**config.mk**
```make
export PLATFORM = sky130hd
export DESIGN_NAME = hash_token_plus_param_line_parser
export DESIGN_NICKNAME = d
export VERILOG_FILES = /design/src/rtl/hpl_pkg.sv /design/src/rtl/hpl_front.sv /design/src/rtl/hpl_queue.sv /design/src/rtl/hpl_back.sv /design/src/rtl/hash_token_plus_param_line_parser.sv
export SDC_FILE = /design/constraint.sdc
export NUM_CORES = 1
export LEC_CHECK = 0
export BUFFER_PORTS_ARGS = -buffer_cell sky130_fd_sc_hd__buf_2
export CAP_MARGIN = 20
export CORE_UTILIZATION = 56
export CTS_CLUSTER_SIZE = 40
export DETAILED_ROUTE_END_ITERATION = 12
export HOLD_SLACK_MARGIN = 0.1
export PLACE_DENSITY = 0.75
export RECOVER_POWER = 100
export SLEW_MARGIN = 20
export SYNTH_ARGS = -nofsm -noshare
export SYNTH_HDL_FRONTEND = slang
export SYNTH_SLANG_ARGS = --single-unit
```
**constraint.sdc**
```tcl
create_clock -name clk -period 2.45 [get_ports clk]
set_input_delay 0.245 -clock clk [delete_from_list [all_inputs] [get_ports clk]]
set_output_delay 0.245 -clock clk [all_outputs]
set_load 0.005 [all_outputs]
```
**src/rtl/hpl_pkg.sv**
```systemverilog
// hpl_pkg: shared types, constants and keyword tables for the line parser
// depends on nothing; imported by every module of the block
`default_nettype none

package hpl_pkg;

    // buffer capacities
    localparam int TOKEN_CAP = 16;
    localparam int PARAM_CAP = 32;
    localparam int TOK_W     = $clog2(TOKEN_CAP);
    localparam int PAR_W     = $clog2(PARAM_CAP);

    // parse phases
    localparam logic [1:0] PH_WAIT  = 2'd0;
    localparam logic [1:0] PH_TOKEN = 2'd1;
    localparam logic [1:0] PH_PARAM = 2'd2;

    // event codes
    localparam logic [2:0] EV_NONE  = 3'd0;
    localparam logic [2:0] EV_OTHER = 3'd1;
    localparam logic [2:0] EV_CONN  = 3'd2;
    localparam logic [2:0] EV_WIFI  = 3'd3;
    localparam logic [2:0] EV_SENT  = 3'd4;
    localparam logic [2:0] EV_RECV  = 3'd5;

    // characters
    localparam logic [7:0] CHAR_HASH = 8'h23;
    localparam logic [7:0] CHAR_PLUS = 8'h2B;
    localparam logic [7:0] CHAR_CR   = 8'h0D;
    localparam logic [7:0] CHAR_LF   = 8'h0A;
    localparam logic [7:0] CHAR_FIVE = 8'h35;
    localparam logic [7:0] CHAR_LC_A = 8'h61;
    localparam logic [7:0] CHAR_LC_Z = 8'h7A;
    localparam logic [7:0] CHAR_NUL  = 8'h00;

    // keyword ids and text
    localparam int         NUM_KW  = 4;
    localparam logic [1:0] KW_CONN = 2'd0;
    localparam logic [1:0] KW_WIFI = 2'd1;
    localparam logic [1:0] KW_SENT = 2'd2;
    localparam logic [1:0] KW_RECV = 2'd3;

    localparam int KW_CONN_LEN = 10;
    localparam int KW_WIFI_LEN = 4;
    localparam int KW_SENT_LEN = 4;
    localparam int KW_RECV_LEN = 7;

    localparam logic [8*KW_CONN_LEN-1:0] KW_CONN_TXT = "connection";
    localparam logic [8*KW_WIFI_LEN-1:0] KW_WIFI_TXT = "wifi";
    localparam logic [8*KW_SENT_LEN-1:0] KW_SENT_TXT = "sent";
    localparam logic [8*KW_RECV_LEN-1:0] KW_RECV_TXT = "receive";

    localparam int QUEUE_DEPTH = 2;
    localparam int QPTR_W      = $clog2(QUEUE_DEPTH);

    typedef struct packed {
        logic net;
        logic tcp;
        logic sent;
        logic data;
        logic line;
    } status_t;

    // one command from the front to the back
    typedef struct packed {
        logic [2:0]       event_code;
        logic             stream;
        logic [PAR_W-1:0] plen;
        status_t          status;
    } cmd_t;

    // parameter memory write port
    typedef struct packed {
        logic             en;
        logic [PAR_W-1:0] addr;
        logic [7:0]       data;
    } wr_t;

    // one result
    typedef struct packed {
        logic [2:0] event_code;
        logic [7:0] payload_byte;
        logic       payload_valid;
        logic       last;
        status_t    status;
    } res_t;

    function automatic logic [3:0] kw_len(input logic [1:0] k);
        logic [3:0] len;
        len = 4'd0;
        case (k)
            KW_CONN: len = 4'(KW_CONN_LEN);
            KW_WIFI: len = 4'(KW_WIFI_LEN);
            KW_SENT: len = 4'(KW_SENT_LEN);
            KW_RECV: len = 4'(KW_RECV_LEN);
            default: len = 4'd0;
        endcase
        return len;
    endfunction

    // character i of keyword k, zero past its end
    function automatic logic [7:0] kw_char(input logic [1:0] k, input logic [3:0] i);
        logic [7:0] ch;
        ch = CHAR_NUL;
        case (k)
            KW_CONN:
                if (int'(i) < KW_CONN_LEN)
                    ch = KW_CONN_TXT[8*(KW_CONN_LEN-1-int'(i)) +: 8];
            KW_WIFI:
                if (int'(i) < KW_WIFI_LEN)
                    ch = KW_WIFI_TXT[8*(KW_WIFI_LEN-1-int'(i)) +: 8];
            KW_SENT:
                if (int'(i) < KW_SENT_LEN)
                    ch = KW_SENT_TXT[8*(KW_SENT_LEN-1-int'(i)) +: 8];
            KW_RECV:
                if (int'(i) < KW_RECV_LEN)
                    ch = KW_RECV_TXT[8*(KW_RECV_LEN-1-int'(i)) +: 8];
            default:
                ch = CHAR_NUL;
        endcase
        return ch;
    endfunction

endpackage

`default_nettype wire

```
**src/rtl/hpl_front.sv**
```systemverilog
// hpl_front: byte parser, running keyword match and line classification
// depends on hpl_pkg; feeds hpl_queue and the parameter memory in hpl_back
`default_nettype none

module hpl_front
    import hpl_pkg::*;
(
    input  wire logic       clk,
    input  wire logic       rst_n,
    input  wire logic       in_valid,
    output logic            in_stall,
    input  wire logic [7:0] rx_byte,
    input  wire logic       clear_sent,
    input  wire logic       q_full,
    output logic            q_push,
    output cmd_t            q_cmd,
    output wr_t             wr,
    input  wire logic       stream_done
);

    logic [1:0]        phase_reg, phase_next;
    logic [TOK_W-1:0]  tok_cnt_reg, tok_cnt_next;
    logic [TOK_W-1:0]  tok_len_reg, tok_len_next;
    logic              tok_zero_reg, tok_zero_next;
    logic              tok_lower_reg, tok_lower_next;
    logic [NUM_KW-1:0] match_reg, match_next;
    logic [PAR_W-1:0]  par_cnt_reg, par_cnt_next;
    logic [PAR_W-1:0]  par_len_reg, par_len_next;
    logic              par_zero_reg, par_zero_next;
    logic              par_five_reg, par_five_next;
    status_t           status_reg, status_next;
    logic              pend_reg, pend_next;

    logic              accept;
    logic              eol;
    logic              finish;
    logic [PAR_W-1:0]  plen_eff;
    logic              five_eff;
    logic [2:0]        ev;
    status_t           st;
    logic [NUM_KW-1:0] hit;
    logic              tok_room;
    logic              par_room;

    assign in_stall = q_full || pend_reg;
    assign accept   = in_valid && !in_stall;
    assign eol      = (rx_byte == CHAR_CR) || (rx_byte == CHAR_LF);
    assign tok_room = ({1'b0, tok_cnt_reg} + 1'b1) < (TOK_W+1)'(TOKEN_CAP);
    assign par_room = ({1'b0, par_cnt_reg} + 1'b1) < (PAR_W+1)'(PARAM_CAP);

    always_comb
    begin
        for (int k = 0; k < NUM_KW; k++)
        begin
            hit[k] = match_reg[k] && (tok_len_reg == TOK_W'(kw_len(2'(k))));
        end
    end

    always_comb
    begin
        phase_next     = phase_reg;
        tok_cnt_next   = tok_cnt_reg;
        tok_len_next   = tok_len_reg;
        tok_zero_next  = tok_zero_reg;
        tok_lower_next = tok_lower_reg;
        match_next     = match_reg;
        par_cnt_next   = par_cnt_reg;
        par_len_next   = par_len_reg;
        par_zero_next  = par_zero_reg;
        par_five_next  = par_five_reg;
        status_next    = status_reg;
        pend_next      = pend_reg && !stream_done;
        wr             = '0;
        finish         = 1'b0;
        plen_eff       = '0;
        five_eff       = 1'b0;
        ev             = EV_NONE;
        st             = status_reg;

        if (accept)
        begin
            if (clear_sent)
            begin
                st.sent = 1'b0;
            end
            case (phase_reg)
                PH_WAIT:
                begin
                    if (rx_byte == CHAR_HASH)
                    begin
                        phase_next     = PH_TOKEN;
                        tok_cnt_next   = '0;
                        tok_len_next   = '0;
                        tok_zero_next  = 1'b0;
                        tok_lower_next = 1'b0;
                        match_next     = '1;
                    end
                end
                PH_TOKEN:
                begin
                    if (rx_byte == CHAR_PLUS)
                    begin
                        phase_next    = PH_PARAM;
                        par_cnt_next  = '0;
                        par_len_next  = '0;
                        par_zero_next = 1'b0;
                        par_five_next = 1'b0;
                    end
                    else if (eol)
                    begin
                        // line without parameter: parameter is empty
                        phase_next    = PH_WAIT;
                        par_cnt_next  = '0;
                        par_len_next  = '0;
                        par_zero_next = 1'b0;
                        par_five_next = 1'b0;
                        finish        = 1'b1;
                    end
                    else if (tok_room)
                    begin
                        tok_cnt_next = tok_cnt_reg + 1'b1;
                        if (!tok_zero_reg)
                        begin
                            if (rx_byte == CHAR_NUL)
                            begin
                                tok_zero_next = 1'b1;
                            end
                            else
                            begin
                                tok_len_next = tok_len_reg + 1'b1;
                                if (tok_cnt_reg == '0)
                                begin
                                    tok_lower_next = (rx_byte >= CHAR_LC_A) &&
                                                     (rx_byte <= CHAR_LC_Z);
                                end
                                for (int k = 0; k < NUM_KW; k++)
                                begin
                                    match_next[k] = match_reg[k] &&
                                        (tok_cnt_reg < TOK_W'(kw_len(2'(k)))) &&
                                        (rx_byte == kw_char(2'(k), tok_cnt_reg[3:0]));
                                end
                            end
                        end
                    end
                end
                PH_PARAM:
                begin
                    if (eol)
                    begin
                        phase_next = PH_WAIT;
                        plen_eff   = par_len_reg;
                        five_eff   = par_five_reg;
                        finish     = 1'b1;
                    end
                    else if (par_room)
                    begin
                        wr.en        = 1'b1;
                        wr.addr      = par_cnt_reg;
                        wr.data      = rx_byte;
                        par_cnt_next = par_cnt_reg + 1'b1;
                        if (!par_zero_reg)
                        begin
                            if (rx_byte == CHAR_NUL)
                            begin
                                par_zero_next = 1'b1;
                            end
                            else
                            begin
                                par_len_next = par_len_reg + 1'b1;
                                if (par_cnt_reg == '0)
                                begin
                                    par_five_next = (rx_byte == CHAR_FIVE);
                                end
                            end
                        end
                    end
                end
                default:
                begin
                    phase_next = PH_WAIT;
                end
            endcase

            if (finish)
            begin
                st.line = 1'b1;
                ev      = EV_OTHER;
                if (tok_lower_reg)
                begin
                    if (hit[KW_CONN])
                    begin
                        st.tcp = 1'b1;
                        ev     = EV_CONN;
                    end
                    else if (hit[KW_WIFI])
                    begin
                        if ((plen_eff != '0) && five_eff)
                        begin
                            st.net = 1'b1;
                        end
                        ev = EV_WIFI;
                    end
                    else if (hit[KW_SENT])
                    begin
                        st.sent = 1'b1;
                        ev      = EV_SENT;
                    end
                    else if (hit[KW_RECV])
                    begin
                        st.data = 1'b1;
                        ev      = EV_RECV;
                    end
                end
            end
            status_next = st;
        end

        q_cmd.event_code = ev;
        q_cmd.stream     = (ev == EV_RECV) && (plen_eff != '0);
        q_cmd.plen       = plen_eff;
        q_cmd.status     = st;
        q_push           = accept;

        // hold input until the memory has been streamed out
        if (accept && q_cmd.stream)
        begin
            pend_next = 1'b1;
        end
    end

    always_ff @(posedge clk or negedge rst_n)
    begin
        if (!rst_n)
        begin
            phase_reg     <= PH_WAIT;
            tok_cnt_reg   <= '0;
            tok_len_reg   <= '0;
            tok_zero_reg  <= 1'b0;
            tok_lower_reg <= 1'b0;
            match_reg     <= '0;
            par_cnt_reg   <= '0;
            par_len_reg   <= '0;
            par_zero_reg  <= 1'b0;
            par_five_reg  <= 1'b0;
            status_reg    <= '0;
            pend_reg      <= 1'b0;
        end
        else
        begin
            phase_reg     <= phase_next;
            tok_cnt_reg   <= tok_cnt_next;
            tok_len_reg   <= tok_len_next;
            tok_zero_reg  <= tok_zero_next;
            tok_lower_reg <= tok_lower_next;
            match_reg     <= match_next;
            par_cnt_reg   <= par_cnt_next;
            par_len_reg   <= par_len_next;
            par_zero_reg  <= par_zero_next;
            par_five_reg  <= par_five_next;
            status_reg    <= status_next;
            pend_reg      <= pend_next;
        end
    end

endmodule

`default_nettype wire

```
**src/rtl/hpl_queue.sv**
```systemverilog
// hpl_queue: short command fifo between the parser and the result stage
// depends on hpl_pkg for cmd_t and the depth
`default_nettype none

module hpl_queue
    import hpl_pkg::*;
(
    input  wire logic clk,
    input  wire logic rst_n,
    input  wire logic push,
    input  cmd_t      push_cmd,
    output logic      full,
    input  wire logic pop,
    output logic      q_valid,
    output cmd_t      q_cmd
);

    cmd_t              buf_reg [QUEUE_DEPTH];
    logic [QPTR_W-1:0] wptr_reg, wptr_next;
    logic [QPTR_W-1:0] rptr_reg, rptr_next;
    logic [QPTR_W:0]   cnt_reg, cnt_next;
    logic              do_push;
    logic              do_pop;

    assign full    = (cnt_reg == (QPTR_W+1)'(QUEUE_DEPTH));
    assign q_valid = (cnt_reg != '0);
    assign q_cmd   = buf_reg[rptr_reg];
    assign do_push = push && !full;
    assign do_pop  = pop && q_valid;

    always_comb
    begin
        wptr_next = wptr_reg;
        rptr_next = rptr_reg;
        cnt_next  = cnt_reg;
        if (do_push)
        begin
            wptr_next = (wptr_reg == QPTR_W'(QUEUE_DEPTH-1)) ? '0 : wptr_reg + 1'b1;
        end
        if (do_pop)
        begin
            rptr_next = (rptr_reg == QPTR_W'(QUEUE_DEPTH-1)) ? '0 : rptr_reg + 1'b1;
        end
        if (do_push && !do_pop)
        begin
            cnt_next = cnt_reg + 1'b1;
        end
        else if (do_pop && !do_push)
        begin
            cnt_next = cnt_reg - 1'b1;
        end
    end

    always_ff @(posedge clk)
    begin
        if (do_push)
        begin
            buf_reg[wptr_reg] <= push_cmd;
        end
    end

    always_ff @(posedge clk or negedge rst_n)
    begin
        if (!rst_n)
        begin
            wptr_reg <= '0;
            rptr_reg <= '0;
            cnt_reg  <= '0;
        end
        else
        begin
            wptr_reg <= wptr_next;
            rptr_reg <= rptr_next;
            cnt_reg  <= cnt_next;
        end
    end

endmodule

`default_nettype wire

```
**src/rtl/hpl_back.sv**
```systemverilog
// hpl_back: parameter memory, payload streaming and the output register
// depends on hpl_pkg; takes commands from hpl_queue and writes from hpl_front
`default_nettype none

module hpl_back
    import hpl_pkg::*;
(
    input  wire logic clk,
    input  wire logic rst_n,
    input  wire logic q_valid,
    input  cmd_t      q_cmd,
    output logic      q_pop,
    input  wr_t       wr,
    output logic      stream_done,
    output logic      out_valid,
    input  wire logic out_stall,
    output res_t      res
);

    localparam logic [1:0] ST_IDLE = 2'd0;
    localparam logic [1:0] ST_READ = 2'd1;
    localparam logic [1:0] ST_DATA = 2'd2;

    logic [7:0]       mem [PARAM_CAP];
    logic [7:0]       rd_data_reg;

    logic [1:0]       state_reg, state_next;
    logic [PAR_W-1:0] idx_reg, idx_next;
    logic [PAR_W-1:0] plen_reg, plen_next;
    status_t          cur_st_reg, cur_st_next;
    logic             out_valid_reg, out_valid_next;
    res_t             res_reg, res_next;
    logic             out_free;
    logic             is_last;

    assign out_free  = !out_valid_reg || !out_stall;
    assign is_last   = ({1'b0, idx_reg} + 1'b1) == {1'b0, plen_reg};
    assign out_valid = out_valid_reg;
    assign res       = res_reg;

    always_ff @(posedge clk)
    begin
        if (wr.en)
        begin
            mem[wr.addr] <= wr.data;
        end
        rd_data_reg <= mem[idx_reg];
    end

    always_comb
    begin
        state_next     = state_reg;
        idx_next       = idx_reg;
        plen_next      = plen_reg;
        cur_st_next    = cur_st_reg;
        res_next       = res_reg;
        out_valid_next = out_valid_reg && out_stall;
        q_pop          = 1'b0;
        stream_done    = 1'b0;

        case (state_reg)
            ST_IDLE:
            begin
                if (q_valid && out_free)
                begin
                    q_pop = 1'b1;
                    if (q_cmd.stream)
                    begin
                        idx_next    = '0;
                        plen_next   = q_cmd.plen;
                        cur_st_next = q_cmd.status;
                        state_next  = ST_READ;
                    end
                    else
                    begin
                        res_next.event_code    = q_cmd.event_code;
                        res_next.payload_byte  = 8'h00;
                        res_next.payload_valid = 1'b0;
                        res_next.last          = 1'b1;
                        res_next.status        = q_cmd.status;
                        out_valid_next         = 1'b1;
                    end
                end
            end
            ST_READ:
            begin
                state_next = ST_DATA;
            end
            ST_DATA:
            begin
                if (out_free)
                begin
                    res_next.event_code    = EV_RECV;
                    res_next.payload_byte  = rd_data_reg;
                    res_next.payload_valid = 1'b1;
                    res_next.last          = is_last;
                    res_next.status        = cur_st_reg;
                    out_valid_next         = 1'b1;
                    if (is_last)
                    begin
                        state_next  = ST_IDLE;
                        stream_done = 1'b1;
                    end
                    else
                    begin
                        idx_next   = idx_reg + 1'b1;
                        state_next = ST_READ;
                    end
                end
            end
            default:
            begin
                state_next = ST_IDLE;
            end
        endcase
    end

    always_ff @(posedge clk)
    begin
        res_reg    <= res_next;
        idx_reg    <= idx_next;
        plen_reg   <= plen_next;
        cur_st_reg <= cur_st_next;
    end

    always_ff @(posedge clk or negedge rst_n)
    begin
        if (!rst_n)
        begin
            state_reg     <= ST_IDLE;
            out_valid_reg <= 1'b0;
        end
        else
        begin
            state_reg     <= state_next;
            out_valid_reg <= out_valid_next;
        end
    end

endmodule

`default_nettype wire

```
**src/rtl/hash_token_plus_param_line_parser.sv**
```systemverilog
// hash_token_plus_param_line_parser: top level of the '#token+param' line parser
// depends on hpl_pkg, hpl_front, hpl_queue and hpl_back
`default_nettype none

//  channel   direction  handshake              payload
//  ------    ---------  ---------------------  -------------------------------------------
//  in        request    in_valid / in_stall    rx_byte, clear_sent
//  out       result     out_valid / out_stall  event_code, payload_byte, payload_valid,
//                                              last, network_up, tcp_up, sent_seen,
//                                              data_seen, line_ready
//
//  one request per cycle while the two-entry command queue has room; each request
//  makes one result, except a receive line with n parameter bytes, which makes n
//  results, each through the registered read of the parameter memory,
//  and holds the input stalled until the last of them is loaded
//  reset clears the parse phase, counters, flags, queue and output valid; the
//  parameter memory is not cleared, entries past the stored count are never read
//  either side may stall at any time; the output register parts the two sides

module hash_token_plus_param_line_parser
    import hpl_pkg::*;
(
    input  wire logic       clk,
    input  wire logic       rst_n,

    // request channel
    input  wire logic       in_valid,
    output logic            in_stall,
    input  wire logic [7:0] rx_byte,
    input  wire logic       clear_sent,

    // result channel
    output logic            out_valid,
    input  wire logic       out_stall,
    output logic [2:0]      event_code,
    output logic [7:0]      payload_byte,
    output logic            payload_valid,
    output logic            last,
    output logic            network_up,
    output logic            tcp_up,
    output logic            sent_seen,
    output logic            data_seen,
    output logic            line_ready
);

    // front to queue
    logic q_full;
    logic q_push;
    cmd_t q_push_cmd;

    // queue to back
    logic q_valid;
    logic q_pop;
    cmd_t q_cmd;

    // parameter memory writes and stream completion
    wr_t  wr;
    logic stream_done;

    res_t res;

    // parser: phase tracking, keyword match as bytes arrive, flag update
    hpl_front u_front (
        .clk         (clk),
        .rst_n       (rst_n),
        .in_valid    (in_valid),
        .in_stall    (in_stall),
        .rx_byte     (rx_byte),
        .clear_sent  (clear_sent),
        .q_full      (q_full),
        .q_push      (q_push),
        .q_cmd       (q_push_cmd),
        .wr          (wr),
        .stream_done (stream_done)
    );

    // decouples parsing from result delivery
    hpl_queue u_queue (
        .clk      (clk),
        .rst_n    (rst_n),
        .push     (q_push),
        .push_cmd (q_push_cmd),
        .full     (q_full),
        .pop      (q_pop),
        .q_valid  (q_valid),
        .q_cmd    (q_cmd)
    );

    // result stage: single results or payload runs from the parameter memory
    hpl_back u_back (
        .clk         (clk),
        .rst_n       (rst_n),
        .q_valid     (q_valid),
        .q_cmd       (q_cmd),
        .q_pop       (q_pop),
        .wr          (wr),
        .stream_done (stream_done),
        .out_valid   (out_valid),
        .out_stall   (out_stall),
        .res         (res)
    );

    // break the result register out onto the ports
    assign event_code    = res.event_code;
    assign payload_byte  = res.payload_byte;
    assign payload_valid = res.payload_valid;
    assign last          = res.last;
    assign network_up    = res.status.net;
    assign tcp_up        = res.status.tcp;
    assign sent_seen     = res.status.sent;
    assign data_seen     = res.status.data;
    assign line_ready    = res.status.line;

endmodule

`default_nettype wire
```
==> results.ini <==
[timing]
fmax_mhz = 422.6
fin_crit_ps = 2366
hold_viol = 0
setup_violations = 0
maxSlewHeadroom_pct = 26.12
rsz0062_at_grt = true
tns_ps = 0
fin_skew_ps = 21.69
slew_viol_final = 0
whs_ps = 177.4
tightest_slew_ps = 1108
layout_setup_ws_ps = 83.83
finalCritPeriodShare_pct = 96.58

[setup_path]
path_cells = clkbuf_2, buf_12, mux4_2, mux2_2, o221ai_1, o21ai_0
endpoint_kind = flip-flop
cpPeakStageDelay_ps = 570
cp.required_ps = 2830
worst_ep_arrival_time_ps = 2750
critPathSlowestCell = mux4_2
cp_max_fo = 53
crit_path_start_kind = flip-flop
crit_type = flip-flop to flip-flop

[global_routing]
antenna_found_initial = 1
grt_use_total_pct = 23.85
overflow = 0
grt_pass1_vias = 9269
grt_max_degree = 54
grt_pass1_wl_mm = 51.89

[routing]
route.met2.wl_mm = 15.94
ant_nets = 0
drt-met1-wl_mm = 14.75
drt_iter0_markers = 833
drt_first_pass_iters = 7
vias = 9347
drc = 0
drt_wl_total_mm = 33.31
via_per_inst = 5.961
drt-wirelength-per-cell_um = 21.24
routed-wl-met3_mm = 1.890
highest_layer = met4

[synthesis]
yosysSeqAreaShare_pct = 67.87
synth-edff-count = 317
ys_types = 74
synthFlopType = edfxtp_1
synth_area_um2 = 15770
syn_avg_cell_area_um2 = 15.08
yosys_warnings = 0
ys_ff_latch = 366
synthCells = 1046
async_flop_share_pct = 11.20

[power_and_ir_drop]
vdd_ir_drop_max_v = 0.0008552
p_int_mw = 13.08
switching_share_pct = 31.38
seqPwrFrac_pct = 40.8
p_switching_mw = 5.984
p_clk_share_pct = 29.3
powerDensity_nw_per_um2 = 1054
power_mw = 19.07
combPwrFrac_pct = 29.9
p_leak_nw = 6.276

[placed_design]
io_buffers = 32
dp_cells = 1496
place_hpwl_mm = 20.94
postPlaceCellArea_um2 = 16880
gp_congestion = 0.9146
dp_slack_ps = 143.1

[final_layout]
final_cells = 1568
final_cell_mix = edfxtp_1 (317), nor2_1 (82), buf_4 (60)
multi_input_area_um2 = 4806
fin_util_pct = 65.14
drive_above_1_share_pct = 18.91
design_area_um2 = 18100
nFillCells = 1973
nNetsFinal = 1198
register_area_um2 = 10710
layout_commonest_cell = edfxtp_1
area_growth_pct = 14.72
diodes = 0
largest_reg_flops = 256

[die]
std_cell_rows = 61
die_h_um = 169.8
io_pins = 33
coreArea_um2 = 27780
start_util_pct = 56.78
die_area_um2 = 28840
die_w_um = 169.8

[min_path]
min_path_type = input port to flip-flop

[outcome]
status = finished clean

[clocking]
path_clk_slew_ps = 60
tritoncts = done
clockRootBuffer = clkbuf_16
clk_latency_ps = 540
htreeDepth = 2
cts.sinks = 366
clk_path_buf_depth = 3
numCtsBuffers = 38

[flow_run]
drv_cap = 0

## power groups by stage
stage	Combinational, mW	Clock (mW)	Sequential, mW
2_1_floorplan	4.04	0	7.81
3_3_place_gp	5.54	0	7.87
3_5_place_dp	5.64	0	7.90
4_1_cts	5.71	5.68	7.77
5_1_grt	6.21	5.92	7.85
6_report	5.69	5.59	7.78
## routing by layer
| metal | up-vias | global-route usage, % |
|---|---|---|
| met5 | - | 0 |
| met4 | 0 | 7.599 |
| met3 | 51 | 3.233 |
| met2 | 297 | 37.99 |
| met1 | 4704 | 34.33 |
| li1 | 4295 | - |
## cells by family after synthesis
| group | synth area share (%) |
|---|---|
| AO/OA/AOI/OAI | 7.187 |
| XOR/XNOR | 1.444 |
| adder cells (fa/ha/maj) | 1.824 |
| buffers and inverters | 2.047 |
| flip-flops | 67.87 |
| multiplexers | 10.68 |
| other | 0.02377 |
| AND/OR/NAND/NOR | 8.924 |
## timing repair
| action | 4_1_cts | 5_1_grt |
|---|---|---|
| setup buffers | 0 | 1 |
| hold endpoints to repair | 44 | 0 |
| endpoints found under the setup margin | 0 | 264 |
| hold buffers | 3 | 0 |
| gates resized for setup | 0 | 10 |
## final timing paths
path | start | end | slack, ps | cells after the start
setup / recovery | u_back.idx_reg[0]$_SDFFCE_PN0P_ | u_back.rd_data_reg[0]$_DFF_P_ | 80 | 6
hold / removal | rx_byte[6] | u_front.tok_zero_reg$_DFFE_PN0P_ | 180 | 4
setup reg to reg | u_back.idx_reg[0]$_SDFFCE_PN0P_ | u_back.rd_data_reg[0]$_DFF_P_ | 80 | 6
hold reg to reg | u_front.par_zero_reg$_DFFE_PN0P_ | u_front.par_zero_reg$_DFFE_PN0P_ | 500 | 1
max in group asynchronous | rst_n | u_front.par_five_reg$_DFFE_PN0P_ | 1310 | 2
min in group asynchronous | rst_n | u_queue.rptr_reg$_DFFE_PN0P_ | 470 | 2
## cell type report
class                           instances  share of cell area (%)
Sequential cell                       366                   59.16
Multi-Input combinational cell        608                   26.56
Clock buffer                           47                   5.552
Timing Repair Buffer                  120                   4.266
Tap cell                              378                   2.614
Clock inverter                         21                   1.272
Inverter                               28                  0.5808
## worst max-delay path: cells and delay by family (launching register included)
| kind | cells | cell delay (ps) |
|---|---|---|
| flops | 1 | 350 |
| mux | 2 | 870 |
| compound gates | 2 | 340 |
| buf+inv | 2 | 610 |
## synthesized netlist by cell type (16+ instances only)
| library cell | number | area [um^2] |
|---|---|---|
| inv_1 | 26 | 97.59 |
| o21ai_0 | 28 | 140.1 |
| nor2b_1 | 16 | 100.1 |
| and2_1 | 27 | 168.9 |
| nand2_1 | 56 | 210.2 |
| o221ai_1 | 37 | 324.1 |
| edfxtp_1 | 317 | 9519 |
| mux4_2 | 40 | 900.9 |
| mux2_2 | 19 | 214.0 |
| ha_1 | 23 | 287.8 |
| nand3_1 | 29 | 145.1 |
| clkbuf_1 | 30 | 112.6 |
| dfrtp_1 | 41 | 1026 |
| a21oi_1 | 27 | 135.1 |
| nor2_1 | 82 | 307.8 |
| mux2i_1 | 57 | 570.6 |
Note: power is estimated with default switching activity, not from simulation.
